## src/rtl/core/cswt_pkg.sv

```systemverilog
// Shared types and constants for the clock / stopwatch / countdown timer.
`timescale 1ns / 1ps
`default_nettype none

package cswt_pkg;

	// Event codes carried in req_type
	typedef enum logic [2:0] {
		REQ_TICK       = 3'd0,
		REQ_SW_CLEAR   = 3'd1,
		REQ_PAUSE      = 3'd2,
		REQ_SEL_SW     = 3'd3,
		REQ_SEL_ENTRY  = 3'd4,
		REQ_SEL_CLOCK  = 3'd5,
		REQ_LOAD_TIMER = 3'd6,
		REQ_LOAD_CLOCK = 3'd7
	} req_kind_t;

	// Display / counting mode
	typedef enum logic [1:0] {
		MODE_CLOCK = 2'd0,
		MODE_SW    = 2'd1,
		MODE_ENTRY = 2'd2,
		MODE_RUN   = 2'd3
	} mode_t;

	// Largest minute or second value
	localparam logic [5:0] MS_TOP       = 6'd59;
	// Stopwatch hours go back to zero on reaching this value
	localparam logic [6:0] SW_HOUR_WRAP = 7'd99;
	// Largest countdown hour value
	localparam logic [6:0] CD_HOUR_TOP  = 7'd99;
	// Clock hours go back to zero on reaching this value
	localparam logic [4:0] CLK_HOUR_WRAP = 5'd24;
	// Largest clock hour value accepted by a load
	localparam logic [6:0] CLK_HOUR_TOP = 7'd23;

	typedef struct packed {
		logic [2:0] req_type;
		logic [6:0] load_hours;
		logic [5:0] load_minutes;
		logic [5:0] load_seconds;
	} req_t;

	typedef struct packed {
		logic [6:0] shown_hours;
		logic [5:0] shown_minutes;
		logic [5:0] shown_seconds;
		logic [1:0] mode_now;
		logic       buzzer_on;
		logic       is_paused;
	} rsp_t;

endpackage

`default_nettype wire

```

## src/rtl/core/clock_stopwatch_countdown_timer.sv

```systemverilog
// Top level of the clock / stopwatch / countdown timer.
// Each request beat is one event (tick, stopwatch clear, pause/resume, mode
// select, timer load or clock load) and gives exactly one result beat with the
// time shown for the mode after the event, the mode, the buzzer level and the
// paused flag. A request passes an input register, then one update step that
// commits the counters and loads the result register, which offers the result.
// One request is taken every cycle while the result side keeps taking beats;
// a stalled result holds both registers and lowers req_ready only when both
// are full.
`timescale 1ns / 1ps
`default_nettype none

module clock_stopwatch_countdown_timer (
	input  wire logic           clk,
	input  wire logic           arst_n,
	input  wire logic           req_valid,
	output logic                req_ready,
	input  wire cswt_pkg::req_t req,
	output logic                rsp_valid,
	input  wire logic           rsp_ready,
	output cswt_pkg::rsp_t      rsp
);
	import cswt_pkg::*;

	logic beat_valid;
	req_t beat;
	logic take;

	// Register the incoming event
	cswt_in_stage u_in_stage (
		.clk       (clk),
		.arst_n    (arst_n),
		.req_valid (req_valid),
		.req_ready (req_ready),
		.req       (req),
		.take      (take),
		.beat_valid(beat_valid),
		.beat      (beat)
	);

	// Update counters and produce the result
	cswt_core u_core (
		.clk       (clk),
		.arst_n    (arst_n),
		.beat_valid(beat_valid),
		.beat      (beat),
		.take      (take),
		.rsp_valid (rsp_valid),
		.rsp_ready (rsp_ready),
		.rsp       (rsp)
	);

endmodule

`default_nettype wire

```

## src/rtl/core/cswt_in_stage.sv

```systemverilog
// Input register stage: holds one accepted request beat for the update logic.
`timescale 1ns / 1ps
`default_nettype none

module cswt_in_stage (
	input  wire logic           clk,
	input  wire logic           arst_n,
	input  wire logic           req_valid,
	output logic                req_ready,
	input  wire cswt_pkg::req_t req,
	input  wire logic           take,
	output logic                beat_valid,
	output cswt_pkg::req_t      beat
);
	import cswt_pkg::*;

	logic valid_s1;
	req_t req_s1;

	// Accept when the stage is empty or drains this cycle
	assign req_ready  = !valid_s1 || take;
	assign beat_valid = valid_s1;
	assign beat       = req_s1;

	// Track occupancy
	always_ff @(posedge clk or negedge arst_n) begin
		if (!arst_n) begin
			valid_s1 <= 1'b0;
		end else if (req_ready) begin
			valid_s1 <= req_valid;
		end
	end

	// Capture payload
	always_ff @(posedge clk) begin
		if (req_valid && req_ready) begin
			req_s1 <= req;
		end
	end

endmodule

`default_nettype wire

```

## src/rtl/core/cswt_core.sv

```systemverilog
// Counter state, per-event update logic and the result register.
`timescale 1ns / 1ps
`default_nettype none

module cswt_core (
	input  wire logic           clk,
	input  wire logic           arst_n,
	input  wire logic           beat_valid,
	input  wire cswt_pkg::req_t beat,
	output logic                take,
	output logic                rsp_valid,
	input  wire logic           rsp_ready,
	output cswt_pkg::rsp_t      rsp
);
	import cswt_pkg::*;

	mode_t      mode_q, mode_d;
	logic [6:0] sw_hours_q, sw_hours_d;
	logic [5:0] sw_minutes_q, sw_minutes_d, sw_seconds_q, sw_seconds_d;
	logic [6:0] snap_hours_q, snap_hours_d;
	logic [5:0] snap_minutes_q, snap_minutes_d, snap_seconds_q, snap_seconds_d;
	logic       paused_q, paused_d;
	logic [6:0] cd_hours_q, cd_hours_d;
	logic [5:0] cd_minutes_q, cd_minutes_d, cd_seconds_q, cd_seconds_d;
	logic [4:0] clk_hours_q, clk_hours_d;
	logic [5:0] clk_minutes_q, clk_minutes_d, clk_seconds_q, clk_seconds_d;
	logic       buzzer_q, buzzer_d;

	rsp_t rsp_q, rsp_d;
	logic rsp_valid_q;

	req_kind_t kind;

	// Stopwatch advance terms
	logic       sw_sec_wrap, sw_min_wrap;
	logic [5:0] sw_sec_inc, sw_min_inc;
	logic [6:0] sw_hour_bump, sw_hour_inc;

	// Clock advance terms
	logic       clk_sec_wrap, clk_min_wrap;
	logic [5:0] clk_sec_inc, clk_min_inc;
	logic [4:0] clk_hour_bump, clk_hour_inc;

	// Clamped load values
	logic [6:0] cd_load_hours;
	logic [4:0] clk_load_hours;
	logic [5:0] load_min_clamped, load_sec_clamped;

	assign kind      = req_kind_t'(beat.req_type);
	assign take      = beat_valid && (!rsp_valid_q || rsp_ready);
	assign rsp_valid = rsp_valid_q;
	assign rsp       = rsp_q;

	// Stopwatch one-second step
	always_comb begin
		sw_sec_wrap  = (sw_seconds_q == MS_TOP);
		sw_min_wrap  = sw_sec_wrap && (sw_minutes_q == MS_TOP);
		sw_sec_inc   = sw_sec_wrap ? 6'd0 : sw_seconds_q + 6'd1;
		sw_min_inc   = sw_min_wrap ? 6'd0 :
			(sw_sec_wrap ? sw_minutes_q + 6'd1 : sw_minutes_q);
		sw_hour_bump = sw_min_wrap ? sw_hours_q + 7'd1 : sw_hours_q;
		sw_hour_inc  = (sw_hour_bump >= SW_HOUR_WRAP) ? 7'd0 : sw_hour_bump;
	end

	// Clock one-second step
	always_comb begin
		clk_sec_wrap  = (clk_seconds_q == MS_TOP);
		clk_min_wrap  = clk_sec_wrap && (clk_minutes_q == MS_TOP);
		clk_sec_inc   = clk_sec_wrap ? 6'd0 : clk_seconds_q + 6'd1;
		clk_min_inc   = clk_min_wrap ? 6'd0 :
			(clk_sec_wrap ? clk_minutes_q + 6'd1 : clk_minutes_q);
		clk_hour_bump = clk_min_wrap ? clk_hours_q + 5'd1 : clk_hours_q;
		clk_hour_inc  = (clk_hour_bump >= CLK_HOUR_WRAP) ? 5'd0 : clk_hour_bump;
	end

	// Clamp load values
	always_comb begin
		cd_load_hours    = (beat.load_hours > CD_HOUR_TOP) ? CD_HOUR_TOP : beat.load_hours;
		clk_load_hours   = (beat.load_hours > CLK_HOUR_TOP) ? CLK_HOUR_TOP[4:0]
			: beat.load_hours[4:0];
		load_min_clamped = (beat.load_minutes > MS_TOP) ? MS_TOP : beat.load_minutes;
		load_sec_clamped = (beat.load_seconds > MS_TOP) ? MS_TOP : beat.load_seconds;
	end

	// Apply one event to the state
	always_comb begin
		mode_d         = mode_q;
		sw_hours_d     = sw_hours_q;
		sw_minutes_d   = sw_minutes_q;
		sw_seconds_d   = sw_seconds_q;
		snap_hours_d   = snap_hours_q;
		snap_minutes_d = snap_minutes_q;
		snap_seconds_d = snap_seconds_q;
		paused_d       = paused_q;
		cd_hours_d     = cd_hours_q;
		cd_minutes_d   = cd_minutes_q;
		cd_seconds_d   = cd_seconds_q;
		clk_hours_d    = clk_hours_q;
		clk_minutes_d  = clk_minutes_q;
		clk_seconds_d  = clk_seconds_q;
		buzzer_d       = buzzer_q;
		case (kind)
			REQ_TICK: begin
				case (mode_q)
					MODE_SW: begin
						sw_hours_d   = sw_hour_inc;
						sw_minutes_d = sw_min_inc;
						sw_seconds_d = sw_sec_inc;
					end
					MODE_CLOCK: begin
						clk_hours_d   = clk_hour_inc;
						clk_minutes_d = clk_min_inc;
						clk_seconds_d = clk_sec_inc;
					end
					MODE_RUN: begin
						// Count down with borrow; toggle the buzzer at zero
						if (cd_seconds_q != 6'd0) begin
							cd_seconds_d = cd_seconds_q - 6'd1;
						end else if (cd_minutes_q != 6'd0) begin
							cd_minutes_d = cd_minutes_q - 6'd1;
							cd_seconds_d = MS_TOP;
						end else if (cd_hours_q != 7'd0) begin
							cd_hours_d   = cd_hours_q - 7'd1;
							cd_minutes_d = MS_TOP;
							cd_seconds_d = MS_TOP;
						end else begin
							buzzer_d = !buzzer_q;
						end
					end
					default: begin
					end
				endcase
			end
			REQ_SW_CLEAR: begin
				sw_hours_d   = 7'd0;
				sw_minutes_d = 6'd0;
				sw_seconds_d = 6'd0;
			end
			REQ_PAUSE: begin
				// Capture on pause, restore on resume
				if (!paused_q) begin
					snap_hours_d   = sw_hours_q;
					snap_minutes_d = sw_minutes_q;
					snap_seconds_d = sw_seconds_q;
					paused_d       = 1'b1;
				end else begin
					sw_hours_d   = snap_hours_q;
					sw_minutes_d = snap_minutes_q;
					sw_seconds_d = snap_seconds_q;
					paused_d     = 1'b0;
				end
			end
			REQ_SEL_SW:    mode_d = MODE_SW;
			REQ_SEL_ENTRY: mode_d = MODE_ENTRY;
			REQ_SEL_CLOCK: mode_d = MODE_CLOCK;
			REQ_LOAD_TIMER: begin
				cd_hours_d   = cd_load_hours;
				cd_minutes_d = load_min_clamped;
				cd_seconds_d = load_sec_clamped;
				mode_d       = MODE_RUN;
			end
			REQ_LOAD_CLOCK: begin
				clk_hours_d   = clk_load_hours;
				clk_minutes_d = load_min_clamped;
				clk_seconds_d = load_sec_clamped;
			end
			default: begin
			end
		endcase
	end

	// Select the shown time for the updated mode
	always_comb begin
		rsp_d.mode_now  = mode_d;
		rsp_d.buzzer_on = buzzer_d;
		rsp_d.is_paused = paused_d;
		case (mode_d)
			MODE_CLOCK: begin
				rsp_d.shown_hours   = {2'b00, clk_hours_d};
				rsp_d.shown_minutes = clk_minutes_d;
				rsp_d.shown_seconds = clk_seconds_d;
			end
			MODE_SW: begin
				if (paused_d) begin
					rsp_d.shown_hours   = snap_hours_d;
					rsp_d.shown_minutes = snap_minutes_d;
					rsp_d.shown_seconds = snap_seconds_d;
				end else begin
					rsp_d.shown_hours   = sw_hours_d;
					rsp_d.shown_minutes = sw_minutes_d;
					rsp_d.shown_seconds = sw_seconds_d;
				end
			end
			default: begin
				rsp_d.shown_hours   = cd_hours_d;
				rsp_d.shown_minutes = cd_minutes_d;
				rsp_d.shown_seconds = cd_seconds_d;
			end
		endcase
	end

	// Commit state on each taken beat
	always_ff @(posedge clk or negedge arst_n) begin
		if (!arst_n) begin
			mode_q         <= MODE_CLOCK;
			sw_hours_q     <= 7'd0;
			sw_minutes_q   <= 6'd0;
			sw_seconds_q   <= 6'd0;
			snap_hours_q   <= 7'd0;
			snap_minutes_q <= 6'd0;
			snap_seconds_q <= 6'd0;
			paused_q       <= 1'b0;
			cd_hours_q     <= 7'd0;
			cd_minutes_q   <= 6'd0;
			cd_seconds_q   <= 6'd0;
			clk_hours_q    <= 5'd0;
			clk_minutes_q  <= 6'd0;
			clk_seconds_q  <= 6'd0;
			buzzer_q       <= 1'b0;
		end else if (take) begin
			mode_q         <= mode_d;
			sw_hours_q     <= sw_hours_d;
			sw_minutes_q   <= sw_minutes_d;
			sw_seconds_q   <= sw_seconds_d;
			snap_hours_q   <= snap_hours_d;
			snap_minutes_q <= snap_minutes_d;
			snap_seconds_q <= snap_seconds_d;
			paused_q       <= paused_d;
			cd_hours_q     <= cd_hours_d;
			cd_minutes_q   <= cd_minutes_d;
			cd_seconds_q   <= cd_seconds_d;
			clk_hours_q    <= clk_hours_d;
			clk_minutes_q  <= clk_minutes_d;
			clk_seconds_q  <= clk_seconds_d;
			buzzer_q       <= buzzer_d;
		end
	end

	// Hold result valid until the beat is taken downstream
	always_ff @(posedge clk or negedge arst_n) begin
		if (!arst_n) begin
			rsp_valid_q <= 1'b0;
		end else if (!rsp_valid_q || rsp_ready) begin
			rsp_valid_q <= beat_valid;
		end
	end

	// Load result payload
	always_ff @(posedge clk) begin
		if (take) begin
			rsp_q <= rsp_d;
		end
	end

`ifndef NO_ASSERTIONS
	a_clk_range: assert property (@(posedge clk) disable iff (!arst_n)
		(clk_hours_q < CLK_HOUR_WRAP) && (clk_minutes_q <= MS_TOP) && (clk_seconds_q <= MS_TOP))
		else $error("clock counter out of range");

	a_sw_range: assert property (@(posedge clk) disable iff (!arst_n)
		(sw_hours_q < SW_HOUR_WRAP) && (sw_minutes_q <= MS_TOP) && (sw_seconds_q <= MS_TOP))
		else $error("stopwatch counter out of range");

	a_rsp_flags: assert property (@(posedge clk) disable iff (!arst_n)
		rsp_valid_q |-> (rsp_q.mode_now == mode_q) && (rsp_q.is_paused == paused_q)
			&& (rsp_q.buzzer_on == buzzer_q))
		else $error("result flags disagree with committed state");

	a_load_run: assert property (@(posedge clk) disable iff (!arst_n)
		(take && (kind == REQ_LOAD_TIMER)) |=> (mode_q == MODE_RUN))
		else $error("timer load did not enter running mode");

	a_no_silent_drop: assert property (@(posedge clk) disable iff (!arst_n)
		(rsp_valid_q && !rsp_ready) |=> rsp_valid_q)
		else $error("pending result lost");
`endif

endmodule

`default_nettype wire
```

## config.mk

```make
export PLATFORM = sky130hd
export DESIGN_NAME = clock_stopwatch_countdown_timer
export DESIGN_NICKNAME = d
export VERILOG_FILES = /design/src/rtl/core/cswt_pkg.sv /design/src/rtl/core/clock_stopwatch_countdown_timer.sv /design/src/rtl/core/cswt_in_stage.sv /design/src/rtl/core/cswt_core.sv
export SDC_FILE = /design/constraint.sdc
export NUM_CORES = 1
export LEC_CHECK = 0
export ABC_AREA = 0
export BUFFER_PORTS_ARGS = -buffer_cell sky130_fd_sc_hd__buf_4
export CORE_MARGIN = 2
export CORE_UTILIZATION = 35
export CTS_CLUSTER_SIZE = 14
export DETAILED_ROUTE_END_ITERATION = 7
export SLEW_MARGIN = 20
export SYNTH_ARGS = -nofsm -noshare
export SYNTH_HDL_FRONTEND = slang
export SYNTH_SLANG_ARGS = --single-unit
```

## constraint.sdc

```tcl
create_clock -name clk -period 3.8 [get_ports clk]
set_input_delay 0.57 -clock clk [delete_from_list [all_inputs] [get_ports clk]]
set_output_delay 0.57 -clock clk [all_outputs]
set_load 0.1 [all_outputs]
```

==> results.py <==
metrics = {
    "status": {
        "status": "finished clean",
    },
    "clock_tree": {
        "cts_hold_buf": 0,
        "clk-insertion-delay-late_ns": 0.42,
        "depth_of_the_cts_h_tree": 4,
        "count_of_clock_tree_sinks": 125,
        "cts-root-buf": "sky130_fd_sc_hd__clkbuf_16",
        "cts_tree": "yes",
        "clk_transition_reported_paths_ns": 0.06,
        "max-clock-path-buffers": 2,
        "buffers_inserted_during_post_cts_setup_optimization": 0,
        "cts_inserted_buffers": 17,
        "post_cts.resized_instances": 0,
    },
    "logic_synthesis": {
        "synth_mux_area_share_pct": 4.326,
        "syn_nets": 944,
        "netlist_instances": 909,
        "syn-mean-instance-area_um2": 8.910,
        "post_synth_num_cell_types": 87,
        "synth_compound_gate_area_share_pct": 25.31,
        "synth-simple-area-share_pct": 21.84,
        "post_synth_xor_area_fraction_pct": 0.7570,
        "ys_seq_elements": 125,
        "synth_area_leader_cell": "sky130_fd_sc_hd__dfrtp_1",
        "synth_top_family_by_area": "compound AO/OA/AOI/OAI gates",
        "synthesis.area_um2": 8099,
        "synth_seq_area_share_pct": 41.40,
        "synth_edf_count": 45,
        "async_reset_ff_share_pct": 64.00,
        "synth_top_flop_cell": "sky130_fd_sc_hd__dfrtp_1",
        "post_synth_main_area_contributors": "sky130_fd_sc_hd__dfrtp_1 25%, sky130_fd_sc_hd__edfxtp_1 17%, sky130_fd_sc_hd__o21ai_0 6.2%",
        "yosys_warnings": 0,
        "synth-adder-area-share_pct": 1.390,
        "synth_top_area_share_pct": 24.72,
    },
    "cells_and_area": {
        "fraction_of_final_layout_cells_with_drive_strength_greater_than_1_pct": 17.07,
        "fin_nets": 971,
        "fill_cells": 2240,
        "utilization_pct": 40.83,
        "post_synthesis_to_final_layout_area_growth_pct": 14.49,
        "antenna_cells_inserted": 0,
    },
    "pwr": {
        "power.density_nw_per_um2": 631.2,
        "vdd.ir_drop.worst_v": 0.0002959,
        "leakage_nw": 3.596,
    },
    "critical_path": {
        "critPathCaptureType": "flip-flop",
        "cp_cell_sequence": "inv_1 > ha_1 > or3b_1 > nor4b_2 > a21o_1 > o21ai_0 > a221oi_1 > o22ai_1 > a31o_2",
        "path_max_fanout": 10,
        "worst_setup_path_start_kind": "flip-flop",
        "worst-path-buf-inv": 1,
        "max_stage_delay_ns": 0.55,
        "critical_path.slowest_cell": "sky130_fd_sc_hd__nor4b_2",
        "cpLargestDelayFamily": "compound AO/OA/AOI/OAI gates",
        "crit_path_category": "reg2reg",
        "worst-endpoint-arrival_ns": 3.41,
        "required_ns": 3.98,
    },
    "timing": {
        "setup_tns_ns": 0,
        "slew-limit-headroom_pct": 34.68,
        "setup_viols_final": 0,
        "grt_setup_unrepaired": "false",
        "finalClockSkew_ns": 0.006669,
        "period_minus_slack_ns": 3.226,
        "final.period_utilization_pct": 84.91,
        "slew_limit_fails": 0,
        "fmaxAchievable_mhz": 309.9,
        "worst_pin_slew_ns": 0.9763,
        "hold_viol_final": 0,
    },
    "detailed_routing": {
        "final_routed_drc_violation_total": 0,
        "final_antenna_net_count": 0,
        "wire_per_inst_um": 20.33,
        "drtPass1Iterations": 5,
        "wirelength_routed_mm": 25.09,
        "post_drt_via_cell_ratio": 6.058,
        "drc_marker_count_from_the_first_detailed_route_iteration": 967,
        "dr_total_vias": 7476,
    },
    "global_route": {
        "maximum_number_of_pins_on_one_net_before_global_route_repair": 79,
        "grtUsageTotal_pct": 21.00,
        "grt_overflow_total": 0,
        "first_global_vias": 6847,
        "antenna_found_initial": 0,
        "grt_pass1_wl_mm": 39.50,
    },
    "die": {
        "core.rowCount": 55,
        "die_h_um": 156.1,
        "initial_utilization_pct": 35.66,
        "core_area_um2": 22710,
        "die-area_um2": 24370,
        "io_pins": 51,
        "die_w_um": 156.1,
    },
    "place": {
        "dp_hpwl_mm": 17.24,
        "portBuffers": 50,
        "gpl.final_weighted_congestion": 0.9139,
    },
    "run": {
        "cap_violations": 0,
    },
    "hold_path": {
        "worstHoldPathType": "in2async",
    },
}
[final cells by class]
type	instances	area [µm²]	share of cell area [%]
clock inverters	12	120.1	1.295
well taps	285	356.6	3.846
multi-input cells	699	4355	46.97
flip-flops and latches	125	3353	36.16
repair buffers	74	559.3	6.032
inverters	19	71.32	0.7691
clock buffers	20	456.7	4.925
[sequential cells by signal, indices dropped and copies added (netlist names)]
name / cells
u_core.cd_seconds_q: 6
u_core.sw_minutes_q: 6
u_core.snap_hours_q: 7
u_core.snap_minutes_q: 6
u_in_stage.beat: 22
u_core.snap_seconds_q: 6
u_core.rsp: 23
u_core.sw_seconds_q: 6
u_core.paused_q: 1
u_core.clk_seconds_q: 6
u_core.buzzer_q: 1
u_core.cd_hours_q: 7
u_core.sw_hours_q: 7
u_core.clk_minutes_q: 6
u_core.rsp_valid: 1
u_core.cd_minutes_q: 6
u_core.clk_hours_q: 5
u_in_stage.beat_valid: 1
u_core.mode_q: 2
[path summary, 6_finish.rpt]
path / from / end / slack [ns] / depth (start not counted)
max reg2reg: u_core.cd_minutes_q[0]$_DFFE_PN0P_ / u_core.rsp[18]$_DFFE_PP_ / 0.57 / 9
min: arst_n / u_core.snap_hours_q[6]$_DFFE_PN0P_ / 0.19 / 1
max in group asynchronous: arst_n / u_core.rsp_valid$_DFFE_PN0P_ / 3.02 / 2
min reg2reg: u_core.buzzer_q$_DFFE_PN0P_ / u_core.buzzer_q$_DFFE_PN0P_ / 0.48 / 1
max: u_core.cd_minutes_q[0]$_DFFE_PN0P_ / u_core.rsp[18]$_DFFE_PP_ / 0.57 / 9
min in group clk: req[10] / u_in_stage.beat[10]$_DFFE_PP_ / 0.32 / 1
[power by group]
| part | internal [mW] | total [mW] | leakage, nW | switching (mW) |
|---|---|---|---|---|
| registers | 1.75 | 2.18 | 1.46 | 0.428 |
| clock network | 0.993 | 1.62 | 0.291 | 0.625 |
| logic | 0.705 | 2.06 | 1.84 | 1.35 |
[Yosys cell counts (4+ instances only)]
master,count
sky130_fd_sc_hd__nand2_1,125
sky130_fd_sc_hd__o21ai_0,100
sky130_fd_sc_hd__dfrtp_1,80
sky130_fd_sc_hd__nor2_1,63
sky130_fd_sc_hd__a21oi_1,56
sky130_fd_sc_hd__clkbuf_1,48
sky130_fd_sc_hd__edfxtp_1,45
sky130_fd_sc_hd__mux2_2,24
sky130_fd_sc_hd__a221oi_1,18
sky130_fd_sc_hd__inv_1,18
sky130_fd_sc_hd__nand2b_1,18
sky130_fd_sc_hd__nand3_1,17
sky130_fd_sc_hd__a31oi_1,16
sky130_fd_sc_hd__nor3_1,16
sky130_fd_sc_hd__a211oi_1,14
sky130_fd_sc_hd__nand4_1,14
sky130_fd_sc_hd__o211ai_1,13
sky130_fd_sc_hd__nor2b_1,10
sky130_fd_sc_hd__a21o_1,9
sky130_fd_sc_hd__ha_1,9
sky130_fd_sc_hd__and2_1,8
sky130_fd_sc_hd__mux2i_1,8
sky130_fd_sc_hd__a22oi_1,7
sky130_fd_sc_hd__a41oi_1,7
sky130_fd_sc_hd__and3_1,7
sky130_fd_sc_hd__o22ai_1,7
sky130_fd_sc_hd__and4_1,6
sky130_fd_sc_hd__o221ai_1,6
sky130_fd_sc_hd__o31ai_1,6
sky130_fd_sc_hd__or3_1,6
sky130_fd_sc_hd__buf_6,5
sky130_fd_sc_hd__nand3b_1,5
sky130_fd_sc_hd__nor3b_1,5
sky130_fd_sc_hd__nor4_1,5
sky130_fd_sc_hd__a311oi_1,4
sky130_fd_sc_hd__buf_2,4
sky130_fd_sc_hd__nand4b_1,4
sky130_fd_sc_hd__o21ai_1,4
sky130_fd_sc_hd__o311ai_0,4
sky130_fd_sc_hd__or2_2,4
sky130_fd_sc_hd__xnor2_1,4
[routing by layer]
layer,share of wire [%],vias to the layer above,GRT usage (%),wire [µm]
met5,0,-,0,0
met3,7.6,29,3.611,1897
li1,-,3507,-,-
met1,48,3622,31.48,12040
met4,1.7,0,6.466,435
met2,43,318,30.64,10720
[logic make-up after synthesis]
kind of cell	count (synthesis)
XOR/XNOR	7
multiplexers	32
buffers and inverters	85
AND/OR/NAND/NOR	340
AO/OA/AOI/OAI	311
adder cells (fa/ha/maj)	9
flip-flops	125
[through the flow]
| step | instance area (µm²) | hold WS [ns] | setup slack (ns) | power, mW | cells |
|---|---|---|---|---|---|
| finish | 9273 | 0.1928 | 0.5736 | 5.853 | 1234 |
| global route | 9273 | 0.2434 | 0.3513 | 6.176 | 1234 |
| CTS | 9268 | 0.3064 | 0.6268 | 5.846 | 1234 |
| detailed placement | 8691 | 0.4801 | 0.6508 | 4.216 | 1202 |
| global placement | 8691 | 0.4753 | 0.7368 | 4.198 | 1202 |
| floorplan | 8099 | 0.2744 | 0.7755 | 3.653 | 909 |
[layout by cell type (no fill, tap or decap), drive strengths merged, types with 17 or more instances in the layout]
master,n
nand2,125
o21ai,104
dfrtp,80
buf,74
nor2,63
a21oi,56
edfxtp,45
mux2,24
clkbuf,20
nand2b,18
a221oi,18
inv,18
nand3,17
a31oi,17
nor3,17
Power figures use the tool's default switching activity.
